===== src/design/smta_pkg.sv =====
// Shared types and constants for the sliding median threshold alert block.
// No dependencies; used by smta_cfg, smta_sort, smta_chk and the top level.
package smta_pkg;

    // Configuration port
    localparam int CFG_ADDR_W = 3;
    localparam int CFG_DATA_W = 32;
    localparam int CFG_IDX_W  = CFG_ADDR_W - 2;

    // Register indexes (byte address = 4 * index)
    localparam logic [CFG_IDX_W-1:0] REG_WINDOW_LENGTH = 1'b0;

    // Window length register
    localparam int                WLEN_W     = 9;
    localparam logic [WLEN_W-1:0] WLEN_RESET = 9'd8;

    // Alert counter and result item packing
    localparam int                 COUNT_W   = 32;
    localparam logic [COUNT_W-1:0] COUNT_MAX = '1;
    localparam int                 M_DATA_W  = ((COUNT_W + 2 + 7) / 8) * 8;

    // Request from the top level to the sorted-store engine
    typedef struct packed {
        logic start;   // begin one merge sweep
        logic remove;  // window full: drop one copy of the oldest sample
    } t_sort_ctl;

endpackage


===== src/design/smta_sort.sv =====
// Sorted window store and its merge engine: one pass over the memory that
// drops one copy of the old sample when the window is full and inserts the new one. Uses smta_pkg.
module smta_sort #(
    parameter  int WINDOW_MAX  = 256,
    parameter  int SAMPLE_BITS = 16,
    localparam int LEN_W       = $clog2(WINDOW_MAX + 1),
    localparam int ADDR_W      = $clog2(WINDOW_MAX)
) (
    input  logic                    i_clk,
    input  logic                    i_rst_n,
    input  smta_pkg::t_sort_ctl     i_ctl,
    input  logic [LEN_W-1:0]        i_count,
    input  logic [SAMPLE_BITS-1:0]  i_old,
    input  logic [SAMPLE_BITS-1:0]  i_new,
    input  logic [ADDR_W-1:0]       i_mid_lo_idx,
    input  logic [ADDR_W-1:0]       i_mid_hi_idx,
    output logic                    o_done,
    output logic [SAMPLE_BITS-1:0]  o_mid_lo,
    output logic [SAMPLE_BITS-1:0]  o_mid_hi
);

    logic [SAMPLE_BITS-1:0] mem [WINDOW_MAX];

    logic                   r_active, n_active;
    logic [LEN_W-1:0]       r_rd_idx;
    logic                   r_rd_vld;
    logic [ADDR_W-1:0]      r_proc_idx;
    logic [LEN_W-1:0]       r_wr_idx;
    logic [LEN_W-1:0]       r_count;
    logic [SAMPLE_BITS-1:0] r_old, r_new;
    logic [SAMPLE_BITS-1:0] r_carry, n_carry;
    logic                   r_carry_vld, n_carry_vld;
    logic                   r_inserted, n_inserted;
    logic                   r_removed, n_removed;
    logic [SAMPLE_BITS-1:0] r_rd_q;
    logic [SAMPLE_BITS-1:0] r_mid_lo, r_mid_hi;

    logic                   rd_en, proc, last;
    logic                   we;
    logic [SAMPLE_BITS-1:0] wd;

    assign rd_en = r_active && (r_rd_idx < r_count);
    assign proc  = r_active && r_rd_vld;
    assign last  = r_active && !rd_en && !r_rd_vld;

    // Memory: registered read, read returns the old entry on a same-cycle write
    always_ff @(posedge i_clk) begin
        if (rd_en) begin
            r_rd_q <= mem[r_rd_idx[ADDR_W-1:0]];
        end
        if (we) begin
            mem[r_wr_idx[ADDR_W-1:0]] <= wd;
        end
    end

    // Merge step: one entry in, one entry out, a one-entry carry absorbs
    // the shift after the insertion point
    always_comb begin
        n_active    = r_active;
        n_carry     = r_carry;
        n_carry_vld = r_carry_vld;
        n_inserted  = r_inserted;
        n_removed   = r_removed;
        we          = 1'b0;
        wd          = r_rd_q;
        if (proc) begin
            if (!r_removed && (r_rd_q == r_old)) begin
                // first copy of the leaving sample: skip it
                n_removed = 1'b1;
                if (r_carry_vld) begin
                    we          = 1'b1;
                    wd          = r_carry;
                    n_carry_vld = 1'b0;
                end
            end else if (r_carry_vld) begin
                we      = 1'b1;
                wd      = r_carry;
                n_carry = r_rd_q;
            end else if (!r_inserted && (r_rd_q > r_new)) begin
                we          = 1'b1;
                wd          = r_new;
                n_inserted  = 1'b1;
                n_carry     = r_rd_q;
                n_carry_vld = 1'b1;
            end else begin
                we = 1'b1;
            end
        end
        if (last) begin
            // flush: pending carry or a new sample larger than all entries
            if (r_carry_vld) begin
                we          = 1'b1;
                wd          = r_carry;
                n_carry_vld = 1'b0;
            end else if (!r_inserted) begin
                we         = 1'b1;
                wd         = r_new;
                n_inserted = 1'b1;
            end
            n_active = 1'b0;
        end
    end

    // Sweep control
    always_ff @(posedge i_clk) begin
        if (!i_rst_n) begin
            r_active <= 1'b0;
            r_rd_vld <= 1'b0;
        end else if (i_ctl.start) begin
            r_active <= 1'b1;
            r_rd_vld <= 1'b0;
        end else begin
            r_active <= n_active;
            r_rd_vld <= rd_en;
        end
    end

    always_ff @(posedge i_clk) begin
        if (i_ctl.start) begin
            r_rd_idx    <= '0;
            r_wr_idx    <= '0;
            r_count     <= i_count;
            r_old       <= i_old;
            r_new       <= i_new;
            r_carry_vld <= 1'b0;
            r_inserted  <= 1'b0;
            r_removed   <= !i_ctl.remove;
        end else begin
            if (rd_en) begin
                r_rd_idx   <= r_rd_idx + LEN_W'(1);
                r_proc_idx <= r_rd_idx[ADDR_W-1:0];
            end
            if (we) begin
                r_wr_idx <= r_wr_idx + LEN_W'(1);
            end
            r_carry     <= n_carry;
            r_carry_vld <= n_carry_vld;
            r_inserted  <= n_inserted;
            r_removed   <= n_removed;
        end
    end

    // Capture the middle entries of the window as they stream past
    always_ff @(posedge i_clk) begin
        if (proc && (r_proc_idx == i_mid_lo_idx)) begin
            r_mid_lo <= r_rd_q;
        end
        if (proc && (r_proc_idx == i_mid_hi_idx)) begin
            r_mid_hi <= r_rd_q;
        end
    end

    assign o_done   = last;
    assign o_mid_lo = r_mid_lo;
    assign o_mid_hi = r_mid_hi;

endmodule


===== config.mk =====
export PLATFORM = sky130hd
export DESIGN_NAME = smta_sort
export DESIGN_NICKNAME = d
export VERILOG_FILES = /design/src/design/smta_pkg.sv /design/src/design/smta_sort.sv
export SDC_FILE = /design/constraint.sdc
export NUM_CORES = 2
export LEC_CHECK = 0
export CAP_MARGIN = 5
export CORE_MARGIN = 5
export CORE_UTILIZATION = 55
export DETAILED_ROUTE_END_ITERATION = 12
export DONT_BUFFER_PORTS = 1
export PLACE_DENSITY = 0.7
export SETUP_SLACK_MARGIN = 0.3
export SYNTH_ARGS = -nofsm -noshare
export SYNTH_HDL_FRONTEND = slang
export SYNTH_SLANG_ARGS = --single-unit
export TNS_END_PERCENT = 50

===== constraint.sdc =====
create_clock -name i_clk -period 12.48 [get_ports i_clk]
set_input_delay 1.248 -clock i_clk [delete_from_list [all_inputs] [get_ports i_clk]]
set_output_delay 1.248 -clock i_clk [all_outputs]
set_load 0.02 [all_outputs]

==> results.json <==
{
  "status": "finished with violations",
  "violations": "capacitance limit, slew limit",
  "path_clk_slew_ns": 0.06,
  "cts-buffers-inserted": 407,
  "synth.mux.area_fraction_pct": 15.0,
  "crit_path_end_kind": "register",
  "grt_start_max_net_pins": 223,
  "multi_input_area_um2": 34300,
  "path_max_fanout": 44,
  "wl_per_cell_um": 38.1,
  "synth_top_family_by_area": "multiplexers",
  "io_pins": 94,
  "rows": 200,
  "yosysWarnings": 0,
  "tightest_slew_ns": 1.59,
  "async_reset_ff_share_pct": 0,
  "synth-adder-area-share_pct": 0.222,
  "arrival_ns": 6.84,
  "vias": 84291,
  "fin_area_um2": 183000,
  "cpMaxStageDelayCell": "o21ai_1",
  "p_total_mw": 29.9,
  "hold_buffers": 0,
  "maxSlewHeadroom_pct": -6.33,
  "yosysUniqueCellTypes": 78,
  "required_ns": 13.17,
  "cts_buffer_depth": 4,
  "syn_nets": 7603,
  "worst_setup_path_start_kind": "register",
  "post_cts_buffers": 0,
  "syn_area_per_cell_um2": 21.8,
  "powerDensity_nw_per_um2": 163,
  "hpwl_um": 267000,
  "first_pass_iters": 8,
  "die_y_um": 556,
  "grt_antenna_before_repair": 40,
  "die_w_um": 556,
  "clk_latency_ns": 0.98,
  "port_buffers": 0,
  "synth_edf_count": 4210,
  "drt_iter0_drc": 14472,
  "fmaxAchievable_mhz": 163,
  "cts-resized-gates": 0,
  "ant_nets": 0,
  "synth_seq_area_share_pct": 77.5,
  "maxCapViolCount": 1,
  "dominantRegCellSynth": "edfxtp_1",
  "vdd_drop_max_mv": 0.133,
  "tns_ns": 0,
  "fillers": 19848,
  "rsz0062_at_grt": "no",
  "areaGrowthSynthToFinish_pct": 11.8,
  "power_leakage_nw": 56.0,
  "synth-seq-cells": 4231,
  "vias_per_cell": 6.91,
  "synthXorXnorAreaFrac_pct": 0.225,
  "finalHoldViolCount": 0,
  "cp_cell_sequence": "buf_4 -> buf_4 -> buf_4 -> buf_4 -> mux4_2 -> mux4_2 -> a22oi_1 -> nand2_1 -> o21ai_1 -> a211oi_1",
  "critPathMostFrequentCell": "buf_4",
  "period_minus_slack_ns": 6.14,
  "grt_pass1_vias": 81990,
  "synth_compound_area_share_pct": 3.32,
  "period_share_pct": 49.2,
  "die_area_um2": 309000,
  "slew_violations": 5,
  "seq_area_um2": 127000,
  "synthCells": 7513,
  "hp-class": "in -> reg",
  "path_class": "reg -> reg",
  "grt_pass1_wl_um": 649000,
  "cts_sinks": 4231,
  "overflow": 0,
  "routed_wl_um": 465000,
  "track_usage_pct": 30.0,
  "placed_area_um2": 170000,
  "htreeDepth": 5,
  "cts_tree": "done",
  "start_util_pct": 55.2,
  "place_congestion": 0.896,
  "setup_violations": 0,
  "nNetsFinal": 7997,
  "synthSimpleGateAreaFrac_pct": 1.85,
  "post-route-drc-count": 0,
  "syn_area_um2": 164000,
  "core_area_um2": 297000,
  "slowest_delay_ns": 0.77,
  "layout-drive-gt1-share_pct": 25.3,
  "cts_root_buf": "clkbuf_16",
  "skew_ns": 0.0707
}
## area by class of cell
class / instances / share of cell area [%]
diodes: 16 / 0.0219
multi-input cells: 2793 / 18.7
clock buffers: 493 / 5.82
inverters: 53 / 0.112
flip-flops and latches: 4231 / 69.3
well taps: 3939 / 2.69
repair buffers: 421 / 1.89
clock inverters: 252 / 1.44
## power by group
group	internal, mW	switching (mW)	total [mW]
sequential	15.8	0.0342	15.8
clock	7.00	5.32	12.3
combinational	0.648	1.09	1.74
## cell usage after synthesis, drive strengths merged (6+ instances only)
library cell  instances  area share, %
xor2                 18          0.096
mux2                 11          0.076
o22ai                37           0.14
or3                   9          0.034
dfxtp                21           0.26
a2111oi              14          0.075
mux2i               333            2.0
clkbuf              124           0.31
ha                   29           0.22
nand2               152           0.35
buf                 312            1.6
nand3                44           0.14
a21oi               169           0.52
nor2                319           0.73
nor3                 35           0.11
a31oi                21          0.080
and2                  9          0.034
a221oi               73           0.43
o21ai                77           0.24
a211o                 6          0.032
a22oi               176           0.81
a22o                 22           0.12
o221ai               69           0.37
o211ai               19          0.087
nor4                 19          0.073
mux4                929             13
xnor2                24           0.13
nand4                15          0.057
a311oi                6          0.032
or2                  21          0.080
a211oi               30           0.14
nand2b               12          0.046
edfxtp             4210             77
nor2b                25          0.096
inv                  52           0.12
## worst max-delay path: cells and delay by family (launching register included)
family | cells | cell delay, ns
flip-flops | 1 | 0.71
AND/OR/NAND/NOR | 1 | 0.22
AO/OA/AOI/OAI | 3 | 1.30
buffers and inverters | 4 | 2.59
multiplexers | 2 | 0.96
## cells in the final DEF, fill, tap and decap left out, drive strengths merged, types with 15 or more instances in the layout
master / synthesis / final
a221oi: 73 / 73
xnor2: 24 / 24
nand2: 152 / 152
edfxtp: 4210 / 4210
or2: 21 / 21
mux4: 929 / 929
clkinvlp: 0 / 19
a21oi: 169 / 169
inv: 52 / 68
bufinv: 0 / 43
o21ai: 77 / 77
a22oi: 176 / 176
diode: 0 / 16
ha: 29 / 29
o221ai: 69 / 69
buf: 312 / 420
nand4: 15 / 15
o22ai: 37 / 37
nor3: 35 / 35
nor2: 319 / 319
dfxtp: 21 / 21
a211oi: 30 / 30
a22o: 22 / 22
clkinv: 1 / 175
nor2b: 25 / 25
clkbuf: 124 / 494
a31oi: 21 / 21
o211ai: 19 / 19
nor4: 19 / 19
xor2: 18 / 18
mux2i: 333 / 333
nand3: 44 / 44
## through the flow
stage | setup slack (ns) | util [%] | hold WS [ns] | std cells
floorplan | 1.65 | - | 0.431 | 7513
global placement | 6.38 | 57.2 | 0.496 | 11434
detailed placement | 6.42 | 57.2 | 0.522 | 11436
CTS | 6.39 | 61.7 | 0.323 | 12181
global route | 6.26 | 61.7 | 0.354 | 12183
finish | 6.34 | 61.7 | 0.382 | 12198
## path summary, 6_finish.rpt
path | cells after the start | slack (ns) | startpoint | to
hold / removal | 0 | 0.38 | i_old[2] | r_old[2]
hold reg to reg | 2 | 0.54 | r_rd_idx[8] | r_rd_idx[8]
setup / recovery | 10 | 6.34 | r_rd_idx[1] | r_rd_q[1]
setup reg to reg | 10 | 6.34 | r_rd_idx[1] | r_rd_q[1]
## state kept, by name, summed over array words and instances (netlist names), named ones only
register,cells
r_wr_idx,8
r_removed,1
r_count,9
o_mid_lo,16
mem,4096
r_old,16
r_new,16
r_rd_idx,9
r_proc_idx,8
r_carry_vld,1
o_mid_hi,16
r_rd_vld,1
r_active,1
r_carry,16
r_rd_q,16
## cell families (layout without fill, tap and decap cells)
logic type	Yosys count	count (layout)
AO/OA/AOI/OAI	766	766
XOR/XNOR	42	42
adder cells (fa/ha/maj)	29	29
buffers and inverters	489	1219
flip-flops	4231	4231
multiplexers	1273	1273
other	0	16
AND/OR/NAND/NOR	683	683
## metal layers
layer	vias up	global-route usage, %	wire (um)
met5	-	0.250	178
li1	32494	-	-
met3	1150	8.97	66000
met1	44054	41.7	163000
met2	6575	44.1	208000
met4	18	14.4	27700
Note: power is estimated with default switching activity, not from simulation.
