`src/design/smta_pkg.sv`:
```
// Shared types and constants for the sliding median threshold alert block.
// No dependencies; used by smta_cfg, smta_sort, smta_chk and the top level.
package smta_pkg;

    // Configuration port
    localparam int CFG_ADDR_W = 3;
    localparam int CFG_DATA_W = 32;
    localparam int CFG_IDX_W  = CFG_ADDR_W - 2;

    // Register indexes (byte address = 4 * index)
    localparam logic [CFG_IDX_W-1:0] REG_WINDOW_LENGTH = 1'b0;

    // Window length register
    localparam int                WLEN_W     = 9;
    localparam logic [WLEN_W-1:0] WLEN_RESET = 9'd8;

    // Alert counter and result item packing
    localparam int                 COUNT_W   = 32;
    localparam logic [COUNT_W-1:0] COUNT_MAX = '1;
    localparam int                 M_DATA_W  = ((COUNT_W + 2 + 7) / 8) * 8;

    // Request from the top level to the sorted-store engine
    typedef struct packed {
        logic start;   // begin one merge sweep
        logic remove;  // window full: drop one copy of the oldest sample
    } t_sort_ctl;

endpackage

```
`src/design/smta_cfg.sv`:
```
// Configuration register file: APB-style write/read of the window length,
// clear pulse on write, and the clamped effective length. Uses smta_pkg.
module smta_cfg #(
    parameter  int WINDOW_MAX = 256,
    localparam int LEN_W      = $clog2(WINDOW_MAX + 1)
) (
    input  logic                              i_clk,
    input  logic                              i_rst_n,
    input  logic                              psel,
    input  logic                              penable,
    input  logic                              pwrite,
    input  logic [smta_pkg::CFG_ADDR_W-1:0]   paddr,
    input  logic [smta_pkg::CFG_DATA_W-1:0]   pwdata,
    output logic [smta_pkg::CFG_DATA_W-1:0]   prdata,
    output logic                              pready,
    output logic [LEN_W-1:0]                  o_eff_len,
    output logic                              o_clear
);

    localparam int CMP_W = (LEN_W > smta_pkg::WLEN_W) ? LEN_W : smta_pkg::WLEN_W;

    logic [smta_pkg::WLEN_W-1:0]    r_wlen;
    logic [smta_pkg::CFG_IDX_W-1:0] reg_idx;
    logic                           wl_sel;
    logic [CMP_W-1:0]               wl_ext;

    assign pready  = 1'b1;
    assign reg_idx = paddr[smta_pkg::CFG_ADDR_W-1:2];
    assign wl_sel  = (reg_idx == smta_pkg::REG_WINDOW_LENGTH);
    assign o_clear = psel && penable && pwrite && pready && wl_sel;

    // Window length register
    always_ff @(posedge i_clk) begin
        if (!i_rst_n) begin
            r_wlen <= smta_pkg::WLEN_RESET;
        end else if (o_clear) begin
            r_wlen <= pwdata[smta_pkg::WLEN_W-1:0];
        end
    end

    // Read back
    assign prdata = wl_sel ? smta_pkg::CFG_DATA_W'(r_wlen) : '0;

    // Zero counts as one; anything above the store depth saturates
    assign wl_ext = CMP_W'(r_wlen);
    always_comb begin
        if (r_wlen == '0) begin
            o_eff_len = LEN_W'(1);
        end else if (wl_ext > CMP_W'(WINDOW_MAX)) begin
            o_eff_len = LEN_W'(WINDOW_MAX);
        end else begin
            o_eff_len = LEN_W'(r_wlen);
        end
    end

endmodule

```
`config.mk`:
```
export PLATFORM = sky130hd
export DESIGN_NAME = smta_cfg
export DESIGN_NICKNAME = d
export VERILOG_FILES = /design/src/design/smta_pkg.sv /design/src/design/smta_cfg.sv
export SDC_FILE = /design/constraint.sdc
export NUM_CORES = 1
export LEC_CHECK = 0
export BUFFER_PORTS_ARGS = -buffer_cell sky130_fd_sc_hd__buf_4
export CAP_MARGIN = 10
export CORE_AREA = 2 2 53 55
export CTS_CLUSTER_SIZE = 30
export DETAILED_ROUTE_END_ITERATION = 10
export DIE_AREA = 0 0 55 57
export PLACE_DENSITY = 0.72
export SYNTH_ARGS = -nofsm -noshare
export SYNTH_HDL_FRONTEND = slang
export SYNTH_SLANG_ARGS = --single-unit
```
`constraint.sdc`:
```
create_clock -name i_clk -period 1.1 [get_ports i_clk]
set_input_delay 0.22 -clock i_clk [delete_from_list [all_inputs] [get_ports i_clk]]
set_output_delay 0.22 -clock i_clk [all_outputs]
set_load 0.005 [all_outputs]
```
==> results of run 1 <==
synthesized netlist by cell type:
master	n	area, sq um
and4b_1	1	10.0
inv_1	1	3.75
nor2b_1	9	56.3
o22ai_1	1	6.26
nand2_1	16	60.1
and2b_2	8	70.1
conb_1	2	7.51
clkbuf_1	3	11.3
buf_6	1	11.3
or4_1	2	15.0
nor2_1	1	3.75
buf_4	24	180
dfxtp_1	9	180
mux2i_1	9	90.1
buf_2	1	5.00
per-stage QoR:
step	TNS [ns]	util	total power, mW	hold WS, ns
finish	-2.94	0.462	0.772	0.220
global route	-3.71	0.462	0.832	0.217
CTS	-2.87	0.434	0.770	0.213
detailed placement	-0.345	0.373	0.501	0.459
global placement	-0.274	0.373	0.497	0.454
floorplan	-0.0732	-	0.477	0.362
placed cells by master, fill, tap and decap left out, types with 2 or more instances in the layout:
| master | synthesis | final |
|---|---|---|
| clkbuf_4 | 0 | 3 |
| dfxtp_2 | 0 | 8 |
| or4_4 | 0 | 2 |
| buf_6 | 1 | 21 |
| and2b_2 | 8 | 8 |
| buf_4 | 24 | 36 |
| nand2_1 | 16 | 16 |
| mux2i_1 | 9 | 9 |
| nor2b_4 | 0 | 3 |
| nor2b_1 | 9 | 6 |
| conb_1 | 2 | 24 |
what timing repair did:
action | 4_1_cts | 5_1_grt
setup buffers | 6 | 8
gates resized for setup | 28 | 15
setup endpoints to repair | 18 | 19
pin swaps | 1 | 2
cloned | 1 | 0
power by group through the flow:
stage	clock network, mW	logic [mW]	registers (mW)
3_3_place_gp	0	0.154	0.343
5_1_grt	0.278	0.214	0.340
3_5_place_dp	0	0.157	0.344
2_1_floorplan	0	0.133	0.344
6_report	0.240	0.191	0.340
4_1_cts	0.256	0.176	0.339
kinds of logic (layout without fill, tap and decap cells):
logic type | after synthesis | after routing
flops | 9 | 9
compound gates | 1 | 1
simple gates | 37 | 37
mux | 9 | 9
buf+inv | 30 | 62
other cells | 2 | 24
worst min path at each step:
stage,end,slack (ns)
floorplan,r_wlen[0]$_SDFFE_PN0P_,0.36
global placement,r_wlen[0]$_SDFFE_PN0P_,0.45
detailed placement,r_wlen[0]$_SDFFE_PN0P_,0.46
CTS,r_wlen[0]$_SDFFE_PN0P_,0.21
global route,r_wlen[8]$_SDFFE_PN0P_,0.22
finish,r_wlen[0]$_SDFFE_PN0P_,0.22
worst max-delay path: cells and delay by family (launching register included):
family,cells,cell delay (ns)
AND/OR/NAND/NOR,1,0.54
flip-flops,1,0.31
AO/OA/AOI/OAI,1,0.13
buffers and inverters,1,0.13
layer usage:
| layer | GRT usage | up-vias | share of wire |
|---|---|---|---|
| li1 | - | 338 | - |
| met1 | 0.122 | 297 | 0.37 |
| met2 | 0.192 | 41 | 0.53 |
| met3 | 0.0393 | 2 | 0.095 |
| met4 | 0.0557 | 0 | 0.0057 |
| met5 | 0 | - | 0 |
area by class of cell:
class / instances / area, sq um / share of cell area
timing repair buffer: 57 / 507 / 0.420
multi-input combinational: 71 / 442 / 0.366
sequential: 9 / 190 / 0.158
tap: 31 / 38.8 / 0.0321
clock buffer: 4 / 26.3 / 0.0218
inverter: 1 / 3.75 / 0.00311
==> run metrics, run 1 <==
worst-path maximum fanout 2; clk sinks 9; io pins 83; largest net degree at the start of global routing 19; Global Route Usage Sum 0.114; Slew Viols, Final 0; R2R setup slack 0.18 ns; First-pass DRT Iterations 4; initial antenna violation count 0; Fin. Hold Viols 0; switching part of the total 0.239; Syn Inst Count 88; clock insertion delay at the later pin of the skew report 0.25 ns; GPL Wtd Cong 0.684; post-layout min period 1.57 ns; Layout fillers 251; Worst path slowest cell or4_4; CTS root buf clkbuf_4; DIE HEIGHT 57 microns; flops & latches, synth 9; RSZ-0062 raised after global routing true; DR DRC count 0; Inst Count DP 158; largest register by flop count r_wlen; YS warnings 0; ant diodes 0; synth unique cells 15; final setup margin -0.473 ns; status complete, but fails checks; Compound-Gate Fraction of Synth Area 0.00880; cts hold-fix bufs 0; fin area 1210 sq um; Regs by FF count r_wlen: 9 flops; Synth Area in XOR/XNOR 0; core area 2620 sq um; Syn Area/Cell 8.08 sq um; Critical R2R Capture r_wlen[8]$_SDFFE_PN0P_; via count 678; max_cap viols 0; drt initial violations 2; CTS tree done; CP startpoint r_wlen[7]$_SDFFE_PN0P_; worst reg-to-reg path cell count 5; Hold Path Depth 3; Area after DPL 976 sq um; area grow syn2layout 69.9%; Worst setup endpoint o_eff_len[0]; Net Switching 0.185 mW; CP peak stage delay 0.54 ns; Req. time, crit path 0.88 ns; row count 19; Crit Path Category flop to output port; pre-CTS WS -0.210 ns; Detail Route Antenna Nets 0; Arr. time, crit path 1.35 ns; Die W 55 microns; vias in the first global route 616; failing checks setup timing; simple logic cell fraction of the synthesized area 0.303; Adder-Cell Fraction of Synth Area 0; maximum vdd ir drop 271 uV; DR WL/cell 10.2 microns; fmax 0.636 GHz; grt ovf 0; Tightest Hold Check Type input pin to flop; starting density of the core 0.272; clock power share 0.312; main combinational cell family by area after synthesis simple AND/OR/NAND/NOR gates; I/O Buffers 33; LEAKAGE 0.633 nW; clk buf depth 2; Largest register FFs 9; final wirelength 1770 microns; register area share after synthesis 0.254; post-synthesis mux area share 0.127; die area 3140 sq um; routed vias/inst 3.92; startpoint types flop; post-route clock period utilization 1.43; Internal 0.587 mW; share of cells above drive strength 1 0.599; min-delay src pwdata[0]; CP endpoint kind output port; Pwr Density 639 nW/um^2; Finished Layout Cells 173; H-tree depth 1; global-route wire length before repair 2530 microns; CTS Buf Count 3; worst-path cell chain or4_4, o22ai_2, buf_4; hpwl dp 1290 microns; worst reg2reg startpoint r_wlen[8]$_SDFFE_PN0P_; Clock transition at path regs 0.06 ns; clk_skew 0 ns; sequential share of power 0.440; Gate power share 0.248; final setup fails 17; netlist area before placement 711 sq um; fin nets 183
(Power assumes the default switching activity.)
==> run 2: changes to the inputs <==
--- a/config.mk
+++ b/config.mk
@@ -7,11 +7,12 @@
 export LEC_CHECK = 0
 export BUFFER_PORTS_ARGS = -buffer_cell sky130_fd_sc_hd__buf_4
 export CAP_MARGIN = 10
-export CORE_AREA = 2 2 53 55
+export CORE_AREA = 2 2 51 53
+export CTS_BUF_LIST = sky130_fd_sc_hd__clkbuf_8
 export CTS_CLUSTER_SIZE = 30
 export DETAILED_ROUTE_END_ITERATION = 10
-export DIE_AREA = 0 0 55 57
-export PLACE_DENSITY = 0.72
+export DIE_AREA = 0 0 53 55
+export PLACE_DENSITY = 0.77
 export SYNTH_ARGS = -nofsm -noshare
 export SYNTH_HDL_FRONTEND = slang
 export SYNTH_SLANG_ARGS = --single-unit
==> run 2 against run 1 <==
Final area decreased by 6.8%. Hold slack improved by 0.029 ns. Cell count decreased by 6.4%. Via count decreased by 6.5%. First-iteration DRC count decreased by 50%. Core utilization increased by 1.4 points. Sequential cell count unchanged. The flow still finishes with violations (setup timing). Critical endpoint unchanged. Sequential power about the same. Critical path depth unchanged. Register-to-register slack about the same. Global-route usage increased by 1.1 points.
==> run metrics, run 2 (synthesis gave the netlist of run 1 again) <==
status complete, but fails checks; failing checks setup timing; DIE HEIGHT 55 microns; Detail Route Antenna Nets 0; via count 634; Setup TNS -1.60 ns; post-layout min period 1.54 ns; hpwl dp 1230 microns; worst-path cell chain or4_4, o22ai_2, buf_4; vias in the first global route 605; Regs by FF count r_wlen: 9 flops; most common cell after layout, fill and taps aside buf_4; Fin. Hold Viols 0; drt initial violations 1; Pwr Density 783 nW/um^2; Worst path slowest cell or4_4; most frequent cells in the layout buf_4 (27), conb_1 (24), buf_6 (18); Inst Count DP 154; fmax 0.651 GHz; CTS tree done; largest net degree at the start of global routing 19; clk sinks 9; post-route clock period utilization 1.40; maximum vdd ir drop 371 uV; max_cap viols 0; Arr. time, crit path 1.32 ns; worst-path maximum fanout 2; Finished Layout Cells 162; area grow syn2layout 58.3%; Hold Path Sink r_wlen[2]$_SDFFE_PN0P_; CP Buf/Inv Count 1; clk_skew 0 ns; First-pass DRT Iterations 4; routed vias/inst 3.91; ant diodes 0; Layout fillers 235; cts hold-fix bufs 0; final setup margin -0.436 ns; Tightest Hold Check Type input pin to flop; LEAKAGE 0.582 nW; CP peak stage delay 0.52 ns; Die W 53 microns; Slew Viols, Final 0; final setup fails 17; Critical R2R Capture r_wlen[8]$_SDFFE_PN0P_; Global Route Usage Sum 0.125; starting density of the core 0.301; Design Power 0.880 mW; Post-Route Utilization 0.476; final wirelength 1610 microns; Req. time, crit path 0.88 ns; H-tree depth 1; worst reg-to-reg path cell count 5; clock insertion delay at the later pin of the skew report 0.23 ns; I/O Buffers 33; Clock transition at path regs 0.04 ns; CTS Buf Count 3; global-route wire length before repair 2640 microns; CTS root buf clkbuf_8; io pins 83; CP endpoint kind output port; Crit Path Category flop to output port; GPL Wtd Cong 0.734; RSZ-0062 raised after global routing true; R2R setup slack 0.19 ns; min-delay src pwdata[2]; DR WL/cell 9.94 microns; DR DRC count 0; Largest register FFs 9; initial antenna violation count 0; Hold Path Depth 3; startpoint types flop; grt ovf 0; core area 2360 sq um; clk buf depth 2; row count 18; largest register by flop count r_wlen; fin nets 173; die area 2920 sq um; CP top delay family simple AND/OR/NAND/NOR gates; share of cells above drive strength 1 0.530; worst reg2reg startpoint r_wlen[8]$_SDFFE_PN0P_
==> run 2: cell types whose count changed in the layout (fill, tap and decap cells not counted), moves of 2 or more <==
| cell | change |
|---|---|
| nor2b_1 | +2 |
| inv_1 | +2 |
| buf_6 | -3 |
| clkbuf_8 | +3 |
| buf_4 | -9 |
| nor2b_4 | -3 |
| clkbuf_4 | -3 |
==> run 2: report_power, final <==
group | internal, mW | total (mW) | switching, mW
registers | 0.336 | 0.341 | 0.00546
clock network | 0.242 | 0.367 | 0.125
logic | 0.100 | 0.172 | 0.0714
==> run 2: cell type report <==
class	instances	area, sq um	area share
flip-flops and latches	9	190	0.169
multi-input cells	71	418	0.372
clock inverters	1	3.75	0.00334
well taps	30	37.5	0.0334
inverters	1	3.75	0.00334
repair buffers	47	430	0.383
clock buffers	3	41.3	0.0367
==> run 2: how the worst max path moves through the flow <==
stage / startpoint / to / slack (ns) / depth (start not counted)
2_1_floorplan: r_wlen[7]$_SDFFE_PN0P_ / o_eff_len[0] / -0.07 / 2
3_3_place_gp: r_wlen[7]$_SDFFE_PN0P_ / o_eff_len[0] / -0.19 / 3
3_5_place_dp: r_wlen[7]$_SDFFE_PN0P_ / o_eff_len[0] / -0.20 / 3
4_1_cts: r_wlen[6]$_SDFFE_PN0P_ / o_eff_len[0] / -0.44 / 3
5_1_grt: r_wlen[7]$_SDFFE_PN0P_ / o_eff_len[0] / -0.47 / 3
6_report: r_wlen[7]$_SDFFE_PN0P_ / o_eff_len[0] / -0.44 / 3
==> run 2: per-stage QoR <==
step / cell area [sq um] / setup slack (ns) / hold WS [ns]
finish: 1120 / -0.436 / 0.249
global placement: 965 / -0.195 / 0.456
CTS: 1100 / -0.443 / 0.247
global route: 1120 / -0.467 / 0.252
detailed placement: 965 / -0.203 / 0.455
floorplan: 800 / -0.0732 / 0.362
==> run 2: timing repair <==
action	CTS	global route
pin swaps	2	2
setup endpoints to repair	16	18
resized for setup	24	6
setup buffers	2	2
cloned	1	0
==> run 2: tightest hold or removal path, delay by kind of cell <==
family	cells	cell delay [ns]
buffers and inverters	1	0.11
multiplexers	1	0.06
AND/OR/NAND/NOR	1	0.05
==> run 2: metal layers <==
metal  wire length [microns]  global-route usage
met5                       0                   0
met4                      15              0.0641
met3                     166              0.0188
met2                     787               0.223
met1                     641               0.147
==> run 3: changes to the inputs <==
--- a/config.mk
+++ b/config.mk
@@ -12,6 +12,7 @@
 export CTS_CLUSTER_SIZE = 30
 export DETAILED_ROUTE_END_ITERATION = 10
 export DIE_AREA = 0 0 53 55
+export GPL_TIMING_DRIVEN = 0
 export PLACE_DENSITY = 0.77
 export SYNTH_ARGS = -nofsm -noshare
 export SYNTH_HDL_FRONTEND = slang
==> run 3 against run 2 <==
Sequential cell count did not move. Clock power about the same. Clock-buffer cell count unchanged. Highest routed layer is now met3. Non-clock buffer count grew 23. Combinational power increased by 33%. Global-route usage shrank 0.40 points. Largest power group unchanged. Sequential share of layout area is 1.8 points lower. Final area increased by 12%. Via count grew 7.1%. The flow still finishes with violations (setup timing).
==> run metrics, run 3 (synthesis gave the netlist of run 1 again) <==
Regs by FF count r_wlen: 9 flops; area grow syn2layout 77.5%; CTS root buf clkbuf_8; hpwl dp 1260 microns; grt ovf 0; R2R setup slack 0.25 ns; clk sinks 9; startpoint types flop; Worst setup endpoint o_eff_len[0]; worst-path cell chain or4_4, o22ai_2, buf_4; clk buf depth 2; Post-Route Utilization 0.533; final setup fails 12; initial antenna violation count 0; CP startpoint r_wlen[2]$_SDFFE_PN0P_; most common cell after layout, fill and taps aside buf_4; failing checks setup timing; Layout fillers 230; DR DRC count 0; via count 679; maximum vdd ir drop 370 uV; io pins 83; routed vias/inst 3.67; final wirelength 1790 microns; Tightest Hold Check Type input pin to flop; vias in the first global route 595; CP peak stage delay 0.52 ns; CTS tree done; Fin. Hold Viols 0; clock insertion delay at the later pin of the skew report 0.23 ns; H-tree depth 1; post-layout min period 1.56 ns; fmax 0.641 GHz; clk_skew 0 ns; most frequent cells in the layout buf_4 (58), conb_1 (24), nand2_1 (16); row count 18; First-pass DRT Iterations 5; Slew Viols, Final 0; Global Route Usage Sum 0.121; Pwr Density 742 nW/um^2; Largest register FFs 9; largest register by flop count r_wlen; drt initial violations 13; worst reg2reg startpoint r_wlen[3]$_SDFFE_PN1P_; share of cells above drive strength 1 0.600; status complete, but fails checks; hold_ws 0.247 ns; global-route wire length before repair 2500 microns; LEAKAGE 0.686 nW; Worst path slowest cell or4_4; starting density of the core 0.301; Die W 53 microns; ant diodes 0; largest net degree at the start of global routing 11; worst-path maximum fanout 3; Arr. time, crit path 1.34 ns; Critical R2R Capture r_wlen[3]$_SDFFE_PN1P_; Detail Route Antenna Nets 0; Crit Path Category flop to output port; fin nets 196; GPL Wtd Cong 0.747; die area 2920 sq um; final setup margin -0.459 ns; post-route clock period utilization 1.42; core area 2360 sq um; RSZ-0062 raised after global routing true; CP endpoint kind output port; max_cap viols 0; CTS Buf Count 3; DIE HEIGHT 55 microns; worst reg-to-reg path cell count 4; Clock transition at path regs 0.04 ns; I/O Buffers 32; Req. time, crit path 0.88 ns; DR WL/cell 9.66 microns
run 3: cell types whose count changed in the layout (fill, tap and decap cells not counted):
cell	delta
nor2b_1	-2
buf_4	+31
clkbuf_1	+2
clkbuf_8	+1
buf_6	-10
nor2b_4	+2
buf_12	-1
run 3: cell type report:
class	count	area (sq um)	share of cell area
timing repair buffer	41	334	0.265
buffer	29	218	0.173
clock inverter	1	3.75	0.00298
tap	30	37.5	0.0298
sequential	9	190	0.151
clock buffer	3	41.3	0.0327
multi-input combinational	71	433	0.343
inverter	1	3.75	0.00298
run 3: layer usage:
| layer | wire length, microns | GRT usage | up-vias |
|---|---|---|---|
| met4 | 0 | 0.0513 | 0 |
| met5 | 0 | 0 | - |
| met1 | 700 | 0.132 | 283 |
| met3 | 171 | 0.0323 | 0 |
| met2 | 914 | 0.223 | 37 |
| li1 | - | - | 359 |
run 3: what timing repair did:
item | CTS | global route
endpoints found under the setup margin | 11 | 17
pin swaps | 2 | 2
hold buffers | 0 | 0
gates cloned | 1 | 0
setup buffers | 3 | 6
resized for setup | 9 | 16
run 3: stage by stage:
step                      setup WS, ns  power (mW)  setup TNS (ns)  cells  area, sq um
after CTS                       -0.460       0.922           -1.27    180         1180
final                           -0.459       0.936           -1.16    185         1260
after floorplan                -0.0732       0.477         -0.0732    110          800
after global placement          -0.214       0.544          -0.290    172         1080
after detailed placement        -0.233       0.548          -0.542    172         1080
after global routing            -0.496       0.993           -1.65    185         1260
run 3: worst max-delay path, delay by kind of cell, from the launching register on:
family | cells | cell delay [ns]
AOI/OAI and AO/OA | 1 | 0.13
and+or+nand+nor | 1 | 0.52
buffers and inverters | 1 | 0.13
DFF | 1 | 0.32
run 3: worst min path at each step:
stage	startpoint	to	slack [ns]	depth (start not counted)
2_1_floorplan	pwdata[0]	r_wlen[0]$_SDFFE_PN0P_	0.36	2
3_3_place_gp	r_wlen[0]$_SDFFE_PN0P_	r_wlen[0]$_SDFFE_PN0P_	0.45	2
3_5_place_dp	r_wlen[0]$_SDFFE_PN0P_	r_wlen[0]$_SDFFE_PN0P_	0.45	2
4_1_cts	pwdata[4]	r_wlen[4]$_SDFFE_PN0P_	0.25	3
5_1_grt	pwdata[1]	r_wlen[1]$_SDFFE_PN0P_	0.25	3
6_report	pwdata[1]	r_wlen[1]$_SDFFE_PN0P_	0.25	3
run 3: power by group:
group | total (mW) | switching [mW] | internal (mW)
Combinational | 0.228 | 0.0822 | 0.146
Clock | 0.365 | 0.123 | 0.242
Sequential | 0.342 | 0.00609 | 0.336
